==> src/rtl/rvm_pkg.sv <==
// ----------------------------------------------------------------------------
// rvm_pkg
// Shared constants, codes, item types and helper functions of the
// register-memory VM execute unit.
// ----------------------------------------------------------------------------
package rvm_pkg;

   localparam int MEM_BYTES = 16384;
   localparam int NUM_REGS  = 16;
   localparam int MEM_AW    = $clog2(MEM_BYTES);
   localparam int REG_AW    = $clog2(NUM_REGS);

   localparam logic [REG_AW-1:0] REG_IP = REG_AW'(5);
   localparam logic [REG_AW-1:0] REG_CC = REG_AW'(8);
   localparam logic [REG_AW-1:0] REG_AC = REG_AW'(9);

   localparam logic [31:0] CC_ZERO = 32'h4000_0000;
   localparam logic [31:0] CC_NEG  = 32'h8000_0000;

   // Opcodes.
   localparam logic [7:0] OP_MOV  = 8'h00;
   localparam logic [7:0] OP_ADD  = 8'h01;
   localparam logic [7:0] OP_SUB  = 8'h02;
   localparam logic [7:0] OP_SWAP = 8'h03;
   localparam logic [7:0] OP_MUL  = 8'h04;
   localparam logic [7:0] OP_DIV  = 8'h05;
   localparam logic [7:0] OP_CMP  = 8'h06;
   localparam logic [7:0] OP_SHL  = 8'h07;
   localparam logic [7:0] OP_SHR  = 8'h08;
   localparam logic [7:0] OP_AND  = 8'h09;
   localparam logic [7:0] OP_OR   = 8'h0A;
   localparam logic [7:0] OP_XOR  = 8'h0B;
   localparam logic [7:0] OP_JMP  = 8'h31;
   localparam logic [7:0] OP_JZ   = 8'h32;
   localparam logic [7:0] OP_JP   = 8'h33;
   localparam logic [7:0] OP_JN   = 8'h34;
   localparam logic [7:0] OP_JNZ  = 8'h35;
   localparam logic [7:0] OP_JNP  = 8'h36;
   localparam logic [7:0] OP_JNN  = 8'h37;
   localparam logic [7:0] OP_LDL  = 8'h38;
   localparam logic [7:0] OP_LDH  = 8'h39;
   localparam logic [7:0] OP_NOT  = 8'h3B;
   localparam logic [7:0] OP_STOP = 8'hF0;

   // Operand kinds.
   localparam logic [1:0] T_MEM  = 2'd0;
   localparam logic [1:0] T_IMM  = 2'd1;
   localparam logic [1:0] T_REG  = 2'd2;
   localparam logic [1:0] T_NONE = 2'd3;

   // Register parts.
   localparam logic [1:0] SEG_ALL = 2'd0;
   localparam logic [1:0] SEG_B0  = 2'd1;
   localparam logic [1:0] SEG_B1  = 2'd2;
   localparam logic [1:0] SEG_H   = 2'd3;

   // Status codes.
   localparam logic [2:0] ST_OK   = 3'd0;
   localparam logic [2:0] ST_STOP = 3'd1;
   localparam logic [2:0] ST_SEG  = 3'd2;
   localparam logic [2:0] ST_DIVZ = 3'd3;
   localparam logic [2:0] ST_IMM  = 3'd4;

   // Register file read selects.
   localparam logic [1:0] RS_K  = 2'd0;
   localparam logic [1:0] RS_W  = 2'd1;
   localparam logic [1:0] RS_RB = 2'd2;

   // Write-back steps, in the order they take effect.
   localparam logic [2:0] WS_IP = 3'd0;
   localparam logic [2:0] WS_AC = 3'd1;
   localparam logic [2:0] WS_A  = 3'd2;
   localparam logic [2:0] WS_B  = 3'd3;
   localparam logic [2:0] WS_CC = 3'd4;

   typedef struct packed {
      logic              operation;
      logic [7:0]        opcode;
      logic [1:0]        a_type;
      logic [3:0]        a_reg;
      logic [1:0]        a_seg;
      logic signed [15:0] a_disp;
      logic [1:0]        b_type;
      logic [3:0]        b_reg;
      logic [1:0]        b_seg;
      logic signed [15:0] b_disp;
      logic [13:0]       load_address;
      logic [7:0]        load_byte;
   } req_item_type;

   typedef struct packed {
      logic [15:0]        next_ip;
      logic signed [31:0] result_value;
      logic               cond_zero;
      logic               cond_negative;
      logic [2:0]         status;
   } rsp_item_type;

   typedef struct packed {
      logic       clr;
      logic       capture;
      logic       pre_wr;
      logic       cap_k;
      logic       cap_rb;
      logic       addr_calc;
      logic       lat_a;
      logic       lat_b;
      logic       mrd_a;
      logic       mrd_b;
      logic       set_st;
      logic [2:0] st_code;
      logic       div_start;
      logic       alu;
      logic       w_calc;
      logic       w_reg;
      logic       w_mem;
      logic       out_load;
      logic [1:0] rf_rsel;
      logic [2:0] wsel;
      logic [2:0] cnt;
   } cmd_type;

   typedef struct packed {
      logic       clr_done;
      logic       pre;
      logic       need_a;
      logic       need_b;
      logic       a_mem;
      logic       b_mem;
      logic       a_ok;
      logic       b_ok;
      logic       mra_last;
      logic       mrb_last;
      logic       div_zero;
      logic       is_div;
      logic       is_stop;
      logic [2:0] dst_code;
      logic       div_done;
      logic       w_en;
      logic       w_mem;
      logic       w_ok;
      logic       w_last;
   } stat_type;

   function automatic logic [1:0] op_len(input logic [1:0] kind);
      logic [1:0] n;
      case (kind)
         T_MEM:   n = 2'd3;
         T_IMM:   n = 2'd2;
         T_REG:   n = 2'd1;
         default: n = 2'd0;
      endcase
      return n;
   endfunction

   function automatic logic [2:0] mem_size(input logic [1:0] seg);
      logic [2:0] n;
      case (seg)
         SEG_ALL: n = 3'd4;
         SEG_B1:  n = 3'd2;
         default: n = 3'd1;
      endcase
      return n;
   endfunction

endpackage

==> src/rtl/rvm_ctrl.sv <==
// ----------------------------------------------------------------------------
// rvm_ctrl
// Sequencer: steps the datapath through clearing, preload writes, operand fetch,
// checks, execution, ordered write-back and result hand-off.
// ----------------------------------------------------------------------------
module rvm_ctrl (
   input  logic              clock,
   input  logic              reset,
   input  logic              req_valid,
   output logic              req_ready,
   output logic              rsp_valid,
   input  logic              rsp_ready,
   output rvm_pkg::cmd_type  cmd,
   input  rvm_pkg::stat_type stat
);
   localparam logic [4:0] S_CLR  = 5'd0;
   localparam logic [4:0] S_IDLE = 5'd1;
   localparam logic [4:0] S_RREG = 5'd2;
   localparam logic [4:0] S_PRE  = 5'd3;
   localparam logic [4:0] S_ADDR = 5'd4;
   localparam logic [4:0] S_OPA  = 5'd5;
   localparam logic [4:0] S_MRA  = 5'd6;
   localparam logic [4:0] S_OPB  = 5'd7;
   localparam logic [4:0] S_MRB  = 5'd8;
   localparam logic [4:0] S_CHK  = 5'd9;
   localparam logic [4:0] S_DIV  = 5'd10;
   localparam logic [4:0] S_ALU  = 5'd11;
   localparam logic [4:0] S_WSEL = 5'd12;
   localparam logic [4:0] S_WREG = 5'd13;
   localparam logic [4:0] S_WMEM = 5'd14;
   localparam logic [4:0] S_RB   = 5'd15;
   localparam logic [4:0] S_DONE = 5'd16;
   localparam logic [4:0] S_WADR = 5'd17;

   logic [4:0] state_ff, state_in;
   logic [2:0] cnt_ff, cnt_in;
   logic [2:0] wsel_ff, wsel_in;
   logic       rsp_valid_ff;

   always_comb begin
      state_in    = state_ff;
      cnt_in      = cnt_ff;
      wsel_in     = wsel_ff;
      cmd         = '0;
      cmd.cnt     = cnt_ff;
      cmd.wsel    = wsel_ff;
      req_ready   = 1'b0;
      unique case (state_ff)
         S_CLR: begin
            cmd.clr = 1'b1;
            if (stat.clr_done) state_in = S_IDLE;
         end
         S_IDLE: begin
            req_ready = 1'b1;
            if (req_valid) begin
               cmd.capture = 1'b1;
               cnt_in      = '0;
               state_in    = S_RREG;
            end
         end
         S_RREG: begin
            cmd.rf_rsel = rvm_pkg::RS_K;
            cmd.cap_k   = 1'b1;
            cnt_in      = cnt_ff + 3'd1;
            if (cnt_ff == 3'd5) begin
               cnt_in   = '0;
               state_in = stat.pre ? S_PRE : S_ADDR;
            end
         end
         S_PRE: begin
            cmd.pre_wr = 1'b1;
            cnt_in     = '0;
            state_in   = S_RB;
         end
         S_ADDR: begin
            cmd.addr_calc = 1'b1;
            state_in      = S_OPA;
         end
         S_OPA: begin
            state_in = S_OPB;
            if (stat.need_a) begin
               cmd.lat_a = 1'b1;
               if (stat.a_mem) begin
                  cnt_in = '0;
                  if (!stat.a_ok) begin
                     cmd.set_st  = 1'b1;
                     cmd.st_code = rvm_pkg::ST_SEG;
                     wsel_in     = rvm_pkg::WS_IP;
                     state_in    = S_WSEL;
                  end else begin
                     state_in = S_MRA;
                  end
               end
            end
         end
         S_MRA: begin
            cmd.mrd_a = 1'b1;
            cnt_in    = cnt_ff + 3'd1;
            if (stat.mra_last) state_in = S_OPB;
         end
         S_OPB: begin
            state_in = S_CHK;
            if (stat.need_b) begin
               cmd.lat_b = 1'b1;
               if (stat.b_mem) begin
                  cnt_in = '0;
                  if (!stat.b_ok) begin
                     cmd.set_st  = 1'b1;
                     cmd.st_code = rvm_pkg::ST_SEG;
                     wsel_in     = rvm_pkg::WS_IP;
                     state_in    = S_WSEL;
                  end else begin
                     state_in = S_MRB;
                  end
               end
            end
         end
         S_MRB: begin
            cmd.mrd_b = 1'b1;
            cnt_in    = cnt_ff + 3'd1;
            if (stat.mrb_last) state_in = S_CHK;
         end
         S_CHK: begin
            wsel_in = rvm_pkg::WS_IP;
            cnt_in  = '0;
            if (stat.div_zero) begin
               cmd.set_st  = 1'b1;
               cmd.st_code = rvm_pkg::ST_DIVZ;
               state_in    = S_WSEL;
            end else if (stat.dst_code != rvm_pkg::ST_OK) begin
               cmd.set_st  = 1'b1;
               cmd.st_code = stat.dst_code;
               state_in    = S_WSEL;
            end else if (stat.is_stop) begin
               cmd.set_st  = 1'b1;
               cmd.st_code = rvm_pkg::ST_STOP;
               state_in    = S_WSEL;
            end else if (stat.is_div) begin
               cmd.div_start = 1'b1;
               state_in      = S_DIV;
            end else begin
               state_in = S_ALU;
            end
         end
         S_DIV: begin
            if (stat.div_done) state_in = S_ALU;
         end
         S_ALU: begin
            cmd.alu  = 1'b1;
            wsel_in  = rvm_pkg::WS_IP;
            cnt_in   = '0;
            state_in = S_WSEL;
         end
         S_WSEL: begin
            cmd.rf_rsel = rvm_pkg::RS_W;
            cnt_in      = '0;
            if (!stat.w_en) begin
               if (wsel_ff == rvm_pkg::WS_CC) begin
                  state_in = S_RB;
               end else begin
                  wsel_in = wsel_ff + 3'd1;
               end
            end else if (stat.w_mem) begin
               state_in = S_WADR;
            end else begin
               state_in = S_WREG;
            end
         end
         S_WADR: begin
            // The base register was read in the step before; a store whose
            // address now falls out of bounds is dropped.
            cnt_in = '0;
            if (stat.w_ok) begin
               cmd.w_calc = 1'b1;
               state_in   = S_WMEM;
            end else if (wsel_ff == rvm_pkg::WS_CC) begin
               state_in = S_RB;
            end else begin
               wsel_in  = wsel_ff + 3'd1;
               state_in = S_WSEL;
            end
         end
         S_WREG: begin
            cmd.w_reg = 1'b1;
            cnt_in    = '0;
            if (wsel_ff == rvm_pkg::WS_CC) begin
               state_in = S_RB;
            end else begin
               wsel_in  = wsel_ff + 3'd1;
               state_in = S_WSEL;
            end
         end
         S_WMEM: begin
            cmd.w_mem = 1'b1;
            cnt_in    = cnt_ff + 3'd1;
            if (stat.w_last) begin
               cnt_in = '0;
               if (wsel_ff == rvm_pkg::WS_CC) begin
                  state_in = S_RB;
               end else begin
                  wsel_in  = wsel_ff + 3'd1;
                  state_in = S_WSEL;
               end
            end
         end
         S_RB: begin
            cmd.rf_rsel = rvm_pkg::RS_RB;
            cmd.cap_rb  = 1'b1;
            cnt_in      = cnt_ff + 3'd1;
            if (cnt_ff == 3'd2) state_in = S_DONE;
         end
         S_DONE: begin
            if (!rsp_valid_ff || rsp_ready) begin
               cmd.out_load = 1'b1;
               state_in     = S_IDLE;
            end
         end
         default: state_in = S_IDLE;
      endcase
   end

   always_ff @(posedge clock) begin
      if (reset) begin
         state_ff     <= S_CLR;
         cnt_ff       <= '0;
         wsel_ff      <= rvm_pkg::WS_IP;
         rsp_valid_ff <= 1'b0;
      end else begin
         state_ff <= state_in;
         cnt_ff   <= cnt_in;
         wsel_ff  <= wsel_in;
         if (cmd.out_load) begin
            rsp_valid_ff <= 1'b1;
         end else if (rsp_ready) begin
            rsp_valid_ff <= 1'b0;
         end
      end
   end

   assign rsp_valid = rsp_valid_ff;
endmodule

==> config.mk <==
export PLATFORM = sky130hd
export DESIGN_NAME = rvm_ctrl
export DESIGN_NICKNAME = d
export VERILOG_FILES = /design/src/rtl/rvm_pkg.sv /design/src/rtl/rvm_ctrl.sv
export SDC_FILE = /design/constraint.sdc
export NUM_CORES = 1
export LEC_CHECK = 0
export ABC_AREA = 1
export BUFFER_PORTS_ARGS = -buffer_cell sky130_fd_sc_hd__buf_2
export CAP_MARGIN = 20
export CORE_UTILIZATION = 30
export CTS_CLUSTER_SIZE = 8
export DETAILED_ROUTE_END_ITERATION = 10
export SYNTH_ARGS = -nofsm -noshare
export SYNTH_HDL_FRONTEND = slang
export SYNTH_SLANG_ARGS = --single-unit
==> constraint.sdc <==
create_clock -name clock -period 2.48 [get_ports clock]
set_clock_uncertainty 0.05 [all_clocks]
set_input_delay 0.372 -clock clock [delete_from_list [all_inputs] [get_ports clock]]
set_output_delay 0.372 -clock clock [all_outputs]
set_load 0.01 [all_outputs]
[Yosys cells after proc, flatten, opt, wreduce, memory -nomap -nowiden]
Cells that the tools add are included.
Storage, ports and cells
  bits in registers: 12
  logic and storage cells: 141
Operators by class
  add/subtract/negate cells: 2
  eq/ne operators: 38
  muxes and demuxes: 84
  reductions and logical operators: 13
Operator list (count)
  $mux W5: 18
  $pmux W5 S18: 1
  $mux W3: 21
  $pmux W3 S7: 2
  $eq A5 B4 Y1 const B: 8
  $mux W4: 10
  $ne A2 B2 Y1 const B: 17
  $mux W1: 29
  $eq A5 B3 Y1 const B: 4
  $reduce_and A10 Y1: 2
  $reduce_bool A7 Y1: 2
  $pmux W4 S3: 1
  $eq A5 B2 Y1 const B: 2
  $eq A5 B5 Y1 const B: 2
  $add A3 B1 Y3 const B: 2
  $eq A3 B3 Y1 const B: 2
  $reduce_and A6 Y1: 1
  $reduce_or A6 Y1: 1
  $eq A5 B1 Y1 const B: 1
  $logic_not A5 Y1: 1
  $pmux W2 S2: 1
  $eq A3 B2 Y1 const B: 1
  $ne A3 B3 Y1 const B: 1
  $reduce_bool A3 Y1: 1
  6 further kinds: 6

[Longest topological paths before layout]
  word-level depth: 5
  mapped depth: 12
  mapped depth without buffers: 11

[Worst setup path after synthesis]
OpenSTA, ideal clock, no wires.
  kind: reg-to-output
  from: register state_ff[3]
  to: output cmd[15] in the netlist's numbering
  data arrival time: 1.200 ns
  required time: 2.058 ns
  path slack: 0.858 ns
  stages on the path, launching flop included: 8
  buffers on the path: 1
  path through: dfxtp_1 -> buf_4 -> inv_2 -> nand3_2 -> nor2_1 -> nand3_1 -> a21boi_0 -> o31ai_1
RTL lines
  from (decl): line rvm_ctrl.sv:35  | logic [4:0] state_ff, state_in;
  from (signal assigned): line rvm_ctrl.sv:229  | state_ff <= state_in;
  to (decl): line rvm_ctrl.sv:13  | output rvm_pkg::cmd_type cmd,

==> results.txt <==
----------------------------------------------------
[Run status]
  Status ... finished, final reports clean

[Pwr]
  Power density relative to cell area ... 731 nW/um^2
  Pleak ... approximately 0.0012 uW
  VDD IR max ... ~320 uV
  Final Total Pwr ... 1370 uW

[Clocking]
  Postcts setup bufs ... 0
  Deepest clock path buffer count ... 2
  Clock latency at the later pin of the worst-skew pair ... 0.24 ns
  Clk pin slew, worst setup/hold paths ... 0.05 ns
  Total CTS buffers ... 3
  Number of gates resized after cts ... 0
  Count of H-tree levels built during CTS ... 1
  Clock sink count ... 12
  Clock tree from TritonCTS ... done
  Root Buffer ... sky130_fd_sc_hd__clkbuf_8
  CTS Hold Buffers Added ... 0

[Detailed routing]
  Remaining design rule violation count ... 0
  DR WL/cell ... 12.1 um
  Total via count after detailed routing ... 1,900
  Routed Wire Length ... 4880 um
  First-pass DRT Iterations ... 5
  Via-to-Cell Ratio ... between 4 and 5
  Final ANT Viol Nets ... 0
  Detailed Route Iter0 Violations ... between 90 and 100

[Yosys]
  Number of nets in the synthesized netlist ... ~310
  Share of the synthesized area in the top cell type ... between 20% and 30%
  Post-synthesis instance area ... 1520 sq um
  Number of warnings issued by yosys ... 0
  Register bit total from synthesis ... 12
  Main area contributors after synthesis ... sky130_fd_sc_hd__nand2_1, sky130_fd_sc_hd__nor2_1, sky130_fd_sc_hd__dfxtp_1
  Yosys top cell by area ... sky130_fd_sc_hd__nand2_1
  Synth Area per Inst ... 5.35 sq um
  Sequential area share after synthesis ... 15.9%
  Number of distinct library cells after synthesis ... 30
  Cells after synthesis ... 283

[Timing]
  Worst-Margin Slew ... ~0.43 ns
  Hold Vio Cnt, Final ... 0
  TNS Setup ... 0 ns
  Smallest setup slack after layout ... 0.216 ns
  Setup repair after global routing missed its margin ... no
  Worst slew slack as a fraction of its limit ... 71.2%
  Highest clock frequency the design can meet ... ~440 MHz
  Final critical-path share of the clock period ... approximately 90%
  Final number of setup-violating endpoints ... 0
  Final min period ... between 2 and 2.5 ns
  Number of pins with negative max-slew slack in the final report ... 0
  Worst slack on hold paths ... 0.314 ns

[Setup path]
  Largest fanout on the critical path ... 9
  Buffers & Inverters on Critical Path ... 1
  Max stage delay on crit path ... between 0.5 and 0.6 ns
  CP startpoint kind ... flop
  CP Class ... reg -> out
  Worst Setup End Kind ... output port
  Critical path data arrival time ... 1.84 ns
  Cell family with the largest share of critical-path delay ... simple AND/OR/NAND/NOR gates
  CP max stage cell ... sky130_fd_sc_hd__dfxtp_1
  Sequence of cells on the critical path ... nand3_2 > nor2_1 > nand3_1 > a21boi_0 > o31ai_1 > buf_2
  Worst Path Required ... 2.06 ns

[Job]
  Count of maximum capacitance violations ... 0

[Floorplanning]
  Standard-cell rows ... 25
  Core Area ... approximately 4800 sq um
  Number of primary I/O pins ... 55
  Die height ... approximately 73 um
  Overall die area ... 5340 sq um
  Width of the chip ... 73.1 um
  Initial core utilization ... a little under a third

[Final layout]
  Share of layout cells above drive strength 1 ... a little over a fifth
  Area overhead of the layout relative to synthesis ... 23.4%
  Number of antenna repair diodes ... 0
  Net count, final ... around 370

[Global routing]
  Maximum number of pins on one net before global-route repair ... 13
  Overflow left after global routing ... 0
  Vias in the first global route ... approximately 1,600
  Global Route Usage Sum ... 18.4%
  Antenna violations before repair ... 0
  First-pass GRT wire length ... 7560 um

[Place]
  Port bufs ... 54
  Final HPWL DP ... a little over 4000 um
  Worst slack at placement ... a little under 0.5 ns
  Gp weighted congestion ... 0.922

[Min path]
  Hold Path Class ... in -> reg

----------------------------------------------------
-- Yosys cell counts (all sizes together) --
cell type	instances
dfxtp	12
nor2	73
o31ai	2
nor4	2
o211ai	2
nor3	3
xor2	1
nor3b	1
inv	42
o22ai	1
buf	5
ha	5
o21ai	4
nand3b	4
xnor2	1
nand2	83
o21a	1
nand3	29
nand4	6
a21oi	5
a21boi	1
-- routing by layer --
metal | vias to the layer above | wire (um) | GRT usage [%]
li1 | 989 | - | -
met1 | 822 | 2220 | 25.4
met2 | 85 | 2220 | 30.2
met3 | 4 | 402 | 1.52
met4 | 0 | 43 | 5.66
met5 | - | 0 | 0
-- cell usage in the layout, fill, tap and decap left out, types with 3 or more instances in the layout --
| master | n |
|---|---|
| sky130_fd_sc_hd__nor2_2 | 4 |
| sky130_fd_sc_hd__clkbuf_8 | 3 |
| sky130_fd_sc_hd__inv_1 | 38 |
| sky130_fd_sc_hd__inv_2 | 4 |
| sky130_fd_sc_hd__nor2_1 | 66 |
| sky130_fd_sc_hd__nor3_1 | 3 |
| sky130_fd_sc_hd__ha_1 | 5 |
| sky130_fd_sc_hd__o21ai_0 | 3 |
| sky130_fd_sc_hd__dfxtp_1 | 12 |
| sky130_fd_sc_hd__buf_2 | 54 |
| sky130_fd_sc_hd__nand4_1 | 6 |
| sky130_fd_sc_hd__a21oi_1 | 5 |
| sky130_fd_sc_hd__nand3b_1 | 4 |
| sky130_fd_sc_hd__nand3_1 | 26 |
| sky130_fd_sc_hd__nand2_1 | 81 |
| sky130_fd_sc_hd__nand3_2 | 3 |
-- metrics by stage --
stage          cells  utilization [%]  area (sq um)
2_1_floorplan    283                -          1520
4_1_cts          402             39.1          1870
6_report         402             39.1          1870
5_1_grt          402             39.1          1870
3_3_place_gp     399             38.2          1830
3_5_place_dp     399             38.2          1830
-- kinds of logic after synthesis --
family | after synthesis | share of synthesized area (%)
simple gates | 201 | 59.4
flops | 12 | 15.9
buf+inv | 47 | 13.1
fa+ha+maj | 5 | 4.13
compound gates | 16 | 6.36
xor+xnor | 2 | 1.16
-- power by group --
part	total (uW)	switching, uW	internal (uW)
sequential	316	79.3	237
clock	177	69.8	107
combinational	873	572	301
total	1370	721	645
-- flip-flops by register name, indices dropped and copies added, names as in the netlist --
signal     cells
state_ff       5
cnt_ff         3
wsel_ff        3
rsp_valid      1
-- area by class of cell --
| cell class | instances | area [sq um] |
|---|---|---|
| Clock buffer | 3 | 41.3 |
| Fill cell | 545 | 2920 |
| Inverter | 42 | 158 |
| Multi-Input combinational cell | 224 | 1080 |
| Sequential cell | 12 | 240 |
| Tap cell | 67 | 83.8 |
| Timing Repair Buffer | 54 | 270 |
-- path summary, 6_finish.rpt --
kind,startpoint,to,slack (ns),cells past startpoint
hold / removal,reset,state_ff[3],0.31,2
setup reg to reg,state_ff[2],wsel_ff[0],0.59,9
setup / recovery,state_ff[2],cmd[15],0.22,6
hold reg to reg,wsel_ff[1],wsel_ff[1],0.47,2
-- worst reg2reg max path, stage by stage (launching register included) --
cell and delay (ns):
sky130_fd_sc_hd__dfxtp_1 0.58, sky130_fd_sc_hd__nand3_2 0.23, sky130_fd_sc_hd__nor2_1 0.30, sky130_fd_sc_hd__nand2_1 0.12
sky130_fd_sc_hd__nand2_1 0.14, sky130_fd_sc_hd__inv_1 0.05, sky130_fd_sc_hd__nand3b_1 0.08, sky130_fd_sc_hd__nor2_1 0.08
sky130_fd_sc_hd__nor2_1 0.10, sky130_fd_sc_hd__nor2_1 0.05
(Power assumes the default switching activity.)
